===== config.mk =====
export PLATFORM = sky130hd
export DESIGN_NAME = bmhq_ctrl
export DESIGN_NICKNAME = d
export VERILOG_FILES = /design/src/sv/bmhq_pkg.sv /design/src/sv/bmhq_ctrl.sv
export SDC_FILE = /design/constraint.sdc
export NUM_CORES = 1
export LEC_CHECK = 0
export BUFFER_PORTS_ARGS = -buffer_cell sky130_fd_sc_hd__buf_2
export CAP_MARGIN = 20
export CORE_AREA = 2 2 39 41
export DETAILED_ROUTE_END_ITERATION = 8
export DIE_AREA = 0 0 41 43
export GPL_TIMING_DRIVEN = 0
export PLACE_DENSITY = 0.84
export SLEW_MARGIN = 40
export SYNTH_ARGS = -nofsm -noshare
export SYNTH_HDL_FRONTEND = slang
export SYNTH_SLANG_ARGS = --single-unit

===== constraint.sdc =====
create_clock -name aclk -period 2.6 [get_ports aclk]
set_input_delay 0.13 -clock aclk [delete_from_list [all_inputs] [get_ports aclk]]
set_output_delay 0.13 -clock aclk [all_outputs]
set_load 0.05 [all_outputs]

===== src/sv/bmhq_pkg.sv =====
// Package for the binary min-heap queue: sizes, transaction structs,
// status codes and the controller/datapath command interface.
// No dependencies.
package bmhq_pkg;

    // Heap sizing
    localparam int CAPACITY = 1024;
    localparam int ADDR_W   = $clog2(CAPACITY);
    localparam int CNT_W    = $clog2(CAPACITY + 1);
    // Child index width: 2*pos+2 can reach 2*CAPACITY
    localparam int CHILD_W  = ADDR_W + 2;

    localparam logic [CNT_W-1:0] CAP_COUNT = CNT_W'(CAPACITY);

    // Action codes
    localparam logic ACT_INSERT = 1'b0;
    localparam logic ACT_REMOVE = 1'b1;

    // Status codes
    localparam logic [1:0] ST_OK    = 2'd0;
    localparam logic [1:0] ST_FULL  = 2'd1;
    localparam logic [1:0] ST_EMPTY = 2'd2;

    // Input transaction
    typedef struct packed {
        logic               action;
        logic signed [31:0] priority_req;
        logic [31:0]        payload;
    } in_t;

    // Result transaction
    typedef struct packed {
        logic signed [31:0] head_priority;
        logic [31:0]        head_payload;
        logic [10:0]        entry_count;
        logic               is_empty;
        logic [1:0]         status;
    } out_t;

    // One heap slot
    typedef struct packed {
        logic signed [31:0] prio;
        logic [31:0]        load;
    } entry_t;

    // Datapath operations
    typedef enum logic [2:0] {
        DP_NOP,
        DP_ACCEPT,
        DP_UP_READ,
        DP_UP_MOVE,
        DP_PLACE,
        DP_LAST_READ,
        DP_LAST_LOAD,
        DP_DN_READ
    } dp_op_t;

    // Controller to datapath
    typedef struct packed {
        dp_op_t op;
        logic   dn_move;   // write best child at pos, descend
        logic   out_load;  // capture the result register
    } cmd_t;

    // Datapath to controller
    typedef struct packed {
        logic full;      // count equals capacity
        logic empty;     // count is zero
        logic pos_zero;  // sift position is the root
        logic up_less;   // item beats the parent just read
        logic dn_leaf;   // no left child at the sift position
        logic dn_stop;   // item beats both children just read
    } stat_t;

endpackage


===== src/sv/bmhq_ctrl.sv =====
// Controller of the binary min-heap queue: one-hot sequencer for the
// sift loops and the handshake on both channels.
// Depends on bmhq_pkg.
module bmhq_ctrl import bmhq_pkg::*; (
    input  logic  aclk,
    input  logic  aresetn,
    input  logic  s_valid,
    input  logic  s_action,
    output logic  s_ready,
    output logic  m_valid,
    input  logic  m_ready,
    input  stat_t st,
    output cmd_t  cmd
);

    typedef enum logic [7:0] {
        S_IDLE    = 8'b0000_0001,
        S_UP_RD   = 8'b0000_0010,
        S_UP_CMP  = 8'b0000_0100,
        S_LAST_RD = 8'b0000_1000,
        S_LAST_LD = 8'b0001_0000,
        S_DN_RD   = 8'b0010_0000,
        S_DN_CMP  = 8'b0100_0000,
        S_DONE    = 8'b1000_0000
    } state_t;

    state_t state_reg, state_next;
    logic   m_valid_reg, m_valid_next;

    assign s_ready = (state_reg == S_IDLE);
    assign m_valid = m_valid_reg;

    // Sequencer
    always_comb begin
        state_next   = state_reg;
        m_valid_next = m_valid_reg;
        cmd.op       = DP_NOP;
        cmd.dn_move  = 1'b0;
        cmd.out_load = 1'b0;
        if (m_valid_reg && m_ready) begin
            m_valid_next = 1'b0;
        end
        case (state_reg)
            S_IDLE: begin
                if (s_valid) begin
                    cmd.op = DP_ACCEPT;
                    if (s_action == ACT_INSERT) begin
                        state_next = st.full ? S_DONE : S_UP_RD;
                    end else begin
                        state_next = st.empty ? S_DONE : S_LAST_RD;
                    end
                end
            end
            S_UP_RD: begin
                if (st.pos_zero) begin
                    cmd.op     = DP_PLACE;
                    state_next = S_DONE;
                end else begin
                    cmd.op     = DP_UP_READ;
                    state_next = S_UP_CMP;
                end
            end
            S_UP_CMP: begin
                if (st.up_less) begin
                    cmd.op     = DP_UP_MOVE;
                    state_next = S_UP_RD;
                end else begin
                    cmd.op     = DP_PLACE;
                    state_next = S_DONE;
                end
            end
            S_LAST_RD: begin
                // Heap went empty: nothing to move
                if (st.empty) begin
                    state_next = S_DONE;
                end else begin
                    cmd.op     = DP_LAST_READ;
                    state_next = S_LAST_LD;
                end
            end
            S_LAST_LD: begin
                cmd.op     = DP_LAST_LOAD;
                state_next = S_DN_RD;
            end
            S_DN_RD: begin
                if (st.dn_leaf) begin
                    cmd.op     = DP_PLACE;
                    state_next = S_DONE;
                end else begin
                    cmd.op     = DP_DN_READ;
                    state_next = S_DN_CMP;
                end
            end
            S_DN_CMP: begin
                if (st.dn_stop) begin
                    cmd.op     = DP_PLACE;
                    state_next = S_DONE;
                end else begin
                    cmd.dn_move = 1'b1;
                    state_next  = S_DN_RD;
                end
            end
            S_DONE: begin
                // Wait for the result register to free up
                if (!m_valid_reg || m_ready) begin
                    cmd.out_load = 1'b1;
                    m_valid_next = 1'b1;
                    state_next   = S_IDLE;
                end
            end
            default: begin
                state_next = S_IDLE;
            end
        endcase
    end

    // State registers
    always_ff @(posedge aclk) begin
        if (!aresetn) begin
            state_reg   <= S_IDLE;
            m_valid_reg <= 1'b0;
        end else begin
            state_reg   <= state_next;
            m_valid_reg <= m_valid_next;
        end
    end

endmodule


Yosys cells after proc, flatten, opt, wreduce, memory -nomap -nowiden
Index checks and enable logic that the tools add are counted.
Operators by class
  reductions and logical operators: 4
  eq/ne operators: 10
  multiplexer cells: 25
Operators with widths (count)
  8-bit two-way mux: 10
  8-bit case mux with 8 select lines: 1
  3-bit case mux with 7 select lines: 1
  3-bit two-way mux: 4
  8-bit by 1-bit equality test with 1-bit output, second input constant: 1
  8-bit by 2-bit equality test with 1-bit output, second input constant: 1
  8-bit by 3-bit equality test with 1-bit output, second input constant: 1
  8-bit by 4-bit equality test with 1-bit output, second input constant: 1
  8-bit by 5-bit equality test with 1-bit output, second input constant: 1
  8-bit by 6-bit equality test with 1-bit output, second input constant: 1
  8-bit by 7-bit equality test with 1-bit output, second input constant: 1
  8-bit equality test, second input constant: 1
  1-bit two-way mux: 8
  2-bit != test, second input constant: 2
  2-bit two-way mux: 1
  2-bit AND reduction: 1
  1-bit logical AND: 1
  1-bit logical NOT: 1
  1-bit logical OR: 1
Word-level totals
  word-level logic and storage cells: 41
  input port bits: 11
  output and inout port bits: 7
  flip-flop bits (word level): 9

Longest topological paths before layout
Gate-level depths: netlist of the first run.
  depth after elaboration: 4
  mapped depth: 5
  gate-level depth less buffers: 5

Least setup slack after synthesis of the first run
Ideal clock, no wire load.
  path type: register to output
  start point: register state_reg[5]
  end point: output cmd[3] in the netlist's numbering
  cell stages (with the launch flop): 4
  path buffers: 0
  arrival: 2610 ps
  required time: 2470 ps
  path slack: -140 ps
  cells stage by stage: dfxtp_1 nor2_1 nand3_1 o311ai_0
RTL lines
  from (decl): RTL line bmhq_ctrl.sv:27  | state_t state_reg, state_next;
  from (signal assigned): RTL line bmhq_ctrl.sv:123  | state_reg <= state_next;
  to (decl): RTL line bmhq_ctrl.sv:13  | output cmd_t cmd

==> results of run 1 <==
-- power breakdown --
group / internal (mW) / switching (mW) / leakage, nW
Clock: 0.0594 / 0.0561 / 0.0150
Sequential: 0.143 / 0.00760 / 0.0730
Combinational: 0.0405 / 0.0714 / 0.276
Total: 0.243 / 0.135 / 0.364
-- Yosys cell counts, drive strengths merged (2+ instances only) --
library cell,instances,area [um2]
a21oi,2,10.0
o21ai,5,25.0
a31oi,2,12.5
nor3,3,15.0
nand2,4,15.0
inv,7,26.3
nand4,3,18.8
dfxtp,9,180
nor2,8,30.0
nand3,2,10.0
and4,2,17.5
nor4,2,12.5
or4,2,18.8
nand2b,3,18.8
and3b,2,18.8
nor2b,8,50.1
-- path summary, 6_finish.rpt --
check | from | end | slack (ns)
min | st[4] | state_reg[3] | 0.05
max reg2reg | state_reg[3] | state_reg[7] | 0.74
max | state_reg[3] | cmd[4] | 0.30
min reg2reg | state_reg[1] | state_reg[2] | 0.55
-- area by class of cell --
type | count | area (um2)
tap | 16 | 20.0
sequential | 9 | 180
clock buffer | 4 | 26.3
inverter | 7 | 26.3
timing repair buffer | 17 | 85.1
fill | 134 | 623
multi-input combinational | 66 | 423
-- kinds of logic after synthesis --
group	count (synthesis)	share of synthesized area (%)
flops	9	28.6
buf+inv	7	4.18
compound gates	20	22.7
simple gates	46	44.5
-- through the flow --
step | hold slack, ns | util [%] | cell area (um2)
4_1_cts | 0.0449 | 55.0 | 761
3_5_place_dp | 0.328 | 53.1 | 734
6_report | 0.0475 | 55.0 | 761
3_3_place_gp | 0.327 | 53.1 | 734
5_1_grt | 0.0413 | 55.0 | 761
2_1_floorplan | 0.206 | - | 629
-- layer usage --
| metal | global-route usage [%] | vias up | wire length (um) |
|---|---|---|---|
| li1 | - | 351 | - |
| met2 | 32.5 | 31 | 826 |
| met3 | 3.14 | 5 | 80 |
| met4 | 12.0 | 0 | 29 |
| met5 | 0 | - | 0 |
| met1 | 27.6 | 324 | 676 |
-- critical path: cells and delay by family (launching register included) --
kind	cells	cell delay [ns]
DFF	1	0.35
buffers and inverters	1	0.25
AOI/OAI and AO/OA	2	0.43
and+or+nand+nor	2	0.87
==> summary by stage, run 1 <==
Placement
The total half-perimeter wirelength after legalization and detailed placement is around 1.1 mm. After detailed placement, the design holds a cell count of 115. The count of buffers added on input and output ports is 17.

At the end of routability-driven placement, the weighted congestion stood at a little under 0.9. At the placement stage, the worst setup path has a slack of a little over 0.6 ns.

Detailed routing
Dividing the detail-routed via count by the number of cells gives 5.97. The post-route DRC violation count is 0. The detailed-route wire length per cell is between 10 and 15 um.

The detailed router finished its first iteration with 51 violations. The remaining number of nets flagged by the antenna check after routing is 0. Across all layers, the routed design uses a little over 700 vias.

The first detailed-routing pass ran for 4 iterations. The overall routed net length is 1.61 mm.

Yosys
The count of cell types in the netlist is 36. The Yosys step of the flow raised 0 warnings. For this run, the leading register cell type out of synthesis is sky130_fd_sc_hd__dfxtp_1. The number of synthesized register bits is 9. The netlist area before placement is 629 um2. Dividing the synthesized area by the synthesized cell count gives 7.68 um2.

Of the synthesized area, sequential elements account for 28.6%. The proportion of synthesized flip-flops having asynchronous set or reset is 0%. The net count after synthesis is 93.

The number of enable flip-flop cells after synthesis is 0. The synthesized instance count is 82.

Die
The floorplan step set the die width to 41 um. The total area inside the core boundary comes to 1380 um2. Row generation in the floorplan step produced 14 rows. The height of the chip is 43 um. The top-level port count is 18. The die covers about 1800 um2. For this configuration, the core starts out at a cell density of 45.5%.

Timing
The worst path in the final design needs a cycle of ~2.3 ns, including I/O delays and setup. Setup slack closes at 0.297 ns. In the final timing run, aggregate negative setup slack is 0 ns.

The final setup skew is 0.00271 ns. The final-report max-slew violation count is 0. The number of endpoints with negative hold slack in the final report came to 0. The total setup violations reported at the end of the flow is 0. After layout, the worst path uses 88.6% of the clock period. The maximum clock frequency is about 430 MHz. At the pin with the least slew margin, the transition time is between 0.7 and 0.8 ns.

Setup repair after global routing left no endpoint under its margin. In this run the tightest slew margin relative to its limit is 52.4%.

Layout
The library cell used most frequently in the layout, excluding fill and tap cells, is sky130_fd_sc_hd__buf_2. The area growth from synthesis to layout is 20.9%. The flip-flop count of the largest register, all copies and words added is 8. The count of placed standard cells in the final layout, fillers left out is about 120.

The post-route netlist has approximately 24% of its cells at a drive strength greater than 1. The total number of nets in the final design is 115. In the layout the commonest cells are sky130_fd_sc_hd__buf_2, sky130_fd_sc_hd__dfxtp_1, sky130_fd_sc_hd__nor2_1, sky130_fd_sc_hd__nor2b_1, sky130_fd_sc_hd__inv_1. The antenna cell count is 0.

Power and ir drop
For this design the static power due to leakage is between 0.3 and 0.4 nW. Power spread over the standard cell area amounts to 497 nW/um2. Across the VDD grid, the largest voltage drop is 0.000297 V. The design draws 0.378 mW.

CTS
The number of resized instances in the post-cts repair step is 0. The H-tree level count is 1. Clock-pin slew was measured on the worst setup and hold paths at 0.06 ns. After clock tree synthesis, the setup repair step added 0 buffers. The CTS tree is yes. In this run the clock root is driven by a sky130_fd_sc_hd__clkbuf_4.

Counting every sink on the clock net gives 9. For the worst-skew pair, the clock arrives at the later sink with an insertion delay of 0.27 ns. The maximum count of clock buffers along a single path is 2. Hold repair after CTS inserted 0 buffers.

The number of clock buffers added by TritonCTS is 3.

Worst setup path
The data arrival at the endpoint of the critical path is 2.17 ns. The critical path class is reg2out. The kind of start point of the critical path is a register. In this run the worst path has a maximum fanout of 6. The critical path endpoint category is an output port. The library cell contributing the largest single delay on the critical path is sky130_fd_sc_hd__nor4_1. The depth of the most critical reg-to-reg path is 5. The maximum cell stage delay along the critical path is 0.65 ns. The data required time of the worst path is around 2.5 ns. The signal on the critical path passes through nor4_1 -> nand4b_1 -> o22ai_1 -> a211o_1 -> buf_2.

Min path
The class of the worst hold path is in2reg. Along the worst hold path, the cell count comes to 2.

GRT
Entering global routing, the biggest net connects 10 pins. The global routing usage summed across all routing layers is 21.5%. The global route total overflow is 0. The initial antenna violation count was 0.

The number of global-route vias before repair is 630. The global-route wire length before repair is 2.60 mm.

Run
The number of max-capacitance violations reported is 0.

Status
The run finished with clean final reports.
(Power assumes the default switching activity.)
==> inputs of run 2 (changes only) <==
Settings changed: BUFFER_PORTS_ARGS -buffer_cell sky130_fd_sc_hd__buf_2 to unset, DONT_BUFFER_PORTS set to 1, PLACE_DENSITY 0.84 to 0.72.
==> run 2 against run 1 <==
Net effect: clock power shrank 4%; final area decreased by 3.3%; non-clock buffer count is 13 lower; clock skew increased by 0.0016 ns; sequential power is essentially flat; register-to-register slack got worse by 0.36 ns; core utilization fell by 1.8 points; flip-flop and latch count did not move; maximum frequency decreased by 4.5%; final cell count shrank 11%; highest routed layer unchanged.
==> summary by stage, run 2 (synthesized netlist as in run 1, its figures left out) <==
Status
The flow ran to the end, and the final reports show no timing, DRC or antenna violations.

Timing
Across all setup checks in the final design, the least slack found is 0.188 ns. The number of endpoints with negative hold slack in the final report was 0. At the pin with the least slew margin, the transition time is 0.764 ns. The smallest clock period supported by the final layout is computed as around 2.4 ns. Based on the critical path, the design can be clocked at up to 415 MHz. The final setup skew is approximately 0.0043 ns. The final-report max-slew violation count was 0.

The portion of the clock cycle consumed by the worst path in the final layout is 92.8%. Setup repair after global routing left no endpoint under its margin. For the final routed database, the setup TNS stands at 0 ns. In this run the tightest slew margin relative to its limit is 48.6%. The total setup violations reported at the end of the flow is 0. The post-route worst hold slack is 0.00438 ns.

Layout
0 antenna diodes ended up in the layout. The library cells used most frequently in the layout, excluding fill and tap cells, are sky130_fd_sc_hd__dfxtp_1, sky130_fd_sc_hd__nor2b_1, sky130_fd_sc_hd__nor2_1, sky130_fd_sc_hd__inv_1, sky130_fd_sc_hd__o21ai_0. The total number of nets in the final design is 102. The leading cell type in the layout, fill and taps excluded is sky130_fd_sc_hd__dfxtp_1. The relative area change from synthesis to final layout is 16.9%. The flip-flop count of the largest register, all copies and words added is 8.

The fraction of final layout cells with drive strength greater than 1 is 11.1%.

Placement
The routability congestion estimate from global placement is just under 0.9. During placement, the flow inserted port buffers numbering 0. OpenSTA, run right after detailed placement, puts the worst setup slack at 0.566 ns. After legalization and detailed placement, the total HPWL measured 1.21 mm.

CTS
The number of resized instances in the post-cts repair step is 0. Buffers added to address setup during post-CTS repair amount to 0. The maximum count of clock buffers along a single path is 2. The root buffer cell chosen for the clock tree is sky130_fd_sc_hd__clkbuf_4. The clock net in this run drives a total of 9 sinks. Clock latency on the worst-skew pair, taken at its later pin, is 0.27 ns.

The register clock-pin slew on the reported worst setup and hold paths is 0.06 ns. The count of hold buffers inserted by post-cts repair is 4. TritonCTS built the clock tree. The total CTS buffers is 3.

The H-tree level count is 1.

Die
The die span in x is 41 um. The height of the chip is 43 um. The top-level port count is 18. The initial cell density of the core is 45.5%. The core footprint is around 1400 um2. The floorplan step defined a die boundary enclosing 1760 um2. The placement row count is 14.

GRT
The global routing usage summed across all routing layers is 22.1%. For this run the aggregate overflow at the end of global routing stands at 0. The global-route wire length before repair is 2.66 mm. The number of global-route vias before repair came to around 640. Entering global routing, the biggest net connects 9 pins. The initial antenna violation count is 0.

Detailed routing
The overall routed net length is 1.60 mm. The detailed-route wire length per cell is 15.1 um. Using the TritonRoute via totals, the vias-per-cell ratio works out to approximately 6.1. After the first detailed-routing iteration, the DRC count stood at 15. The detailed-routing iteration count for the pre-antenna-repair pass is 4. After detailed routing, the number of remaining DRC violations is 0. Summing over every cut layer, the via total after detailed routing is 642.

In this run the remaining antenna-violating nets after routing total 0.

Worst setup path
Measured in cells, the most critical reg-to-reg path has a length of 5. The critical path class is reg2out. Data on the critical path arrives at its endpoint at 2.28 ns. The critical path endpoint category is an output port. The data required time of the worst path is 2.47 ns. The kind of start point of the critical path is a register. Of all nets on the critical path, the largest fanout is 6.

Power and ir drop
The analysis attributes to cell leakage a power of 0.328 nW. The worst voltage drop across the vdd grid is 0.000268 V. The total power draw is 0.363 mW. The cell area power density is 493 nW/um2.

Min path
In this run the worst hold path is classified as in2reg. Along the worst hold path, the cell count comes to 1.

Run
The number of max-capacitance violations reported is 0.
[run 2: changes by cell type in the layout (fill, tap and decap cells not counted)]
cell | before | now
sky130_fd_sc_hd__nor2_2 | 0 | 1
sky130_fd_sc_hd__buf_2 | 17 | 0
sky130_fd_sc_hd__o311ai_1 | 1 | 0
sky130_fd_sc_hd__nor2_1 | 8 | 7
sky130_fd_sc_hd__dlygate4sd3_1 | 0 | 4
sky130_fd_sc_hd__o311ai_4 | 0 | 1
[run 2: worst max-delay path: stages (launching register included)]
cell	delay, ns
sky130_fd_sc_hd__dfxtp_1	0.35
sky130_fd_sc_hd__nor4_1	0.70
sky130_fd_sc_hd__nand4b_1	0.24
sky130_fd_sc_hd__o22ai_1	0.29
sky130_fd_sc_hd__a211o_1	0.43
[run 2: per-layer routing]
metal / track usage, % / vias to the layer above / wire [um]
li1: - / 327 / -
met2: 35.3 / 26 / 794
met5: 0 / - / 0
met3: 6.81 / 2 / 102
met1: 27.5 / 287 / 682
met4: 6.00 / 0 / 19
[run 2: area by class of cell]
| type | count | area, um2 |
|---|---|---|
| tap | 16 | 20.0 |
| clock buffer | 4 | 26.3 |
| multi-input combinational | 66 | 443 |
| timing repair buffer | 4 | 40.0 |
| fill | 132 | 648 |
| sequential | 9 | 180 |
| inverter | 7 | 26.3 |
[run 2: power by group]
part           internal [mW]  switching (mW)  total, mW  leakage (nW)
registers              0.143         0.00852      0.152        0.0730
clock network         0.0593          0.0520      0.111        0.0150
logic                 0.0342          0.0656     0.0999         0.240
total                  0.237           0.126      0.363         0.328
[run 2: final timing paths]
| kind | startpoint | endpoint | slack [ns] |
|---|---|---|---|
| max | state_reg[3] | cmd[4] | 0.19 |
| min | aresetn | m_valid | 0.004 |
| max reg2reg | state_reg[5] | state_reg[3] | 0.38 |
| min reg2reg | state_reg[7] | m_valid | 0.61 |
[run 2: metrics by stage]
step	area (um2)	util (%)	cells
detailed placement	669	48.4	98
floorplan	629	-	82
global placement	649	46.9	98
CTS	736	53.2	106
global route	736	53.2	106
finish	736	53.2	106
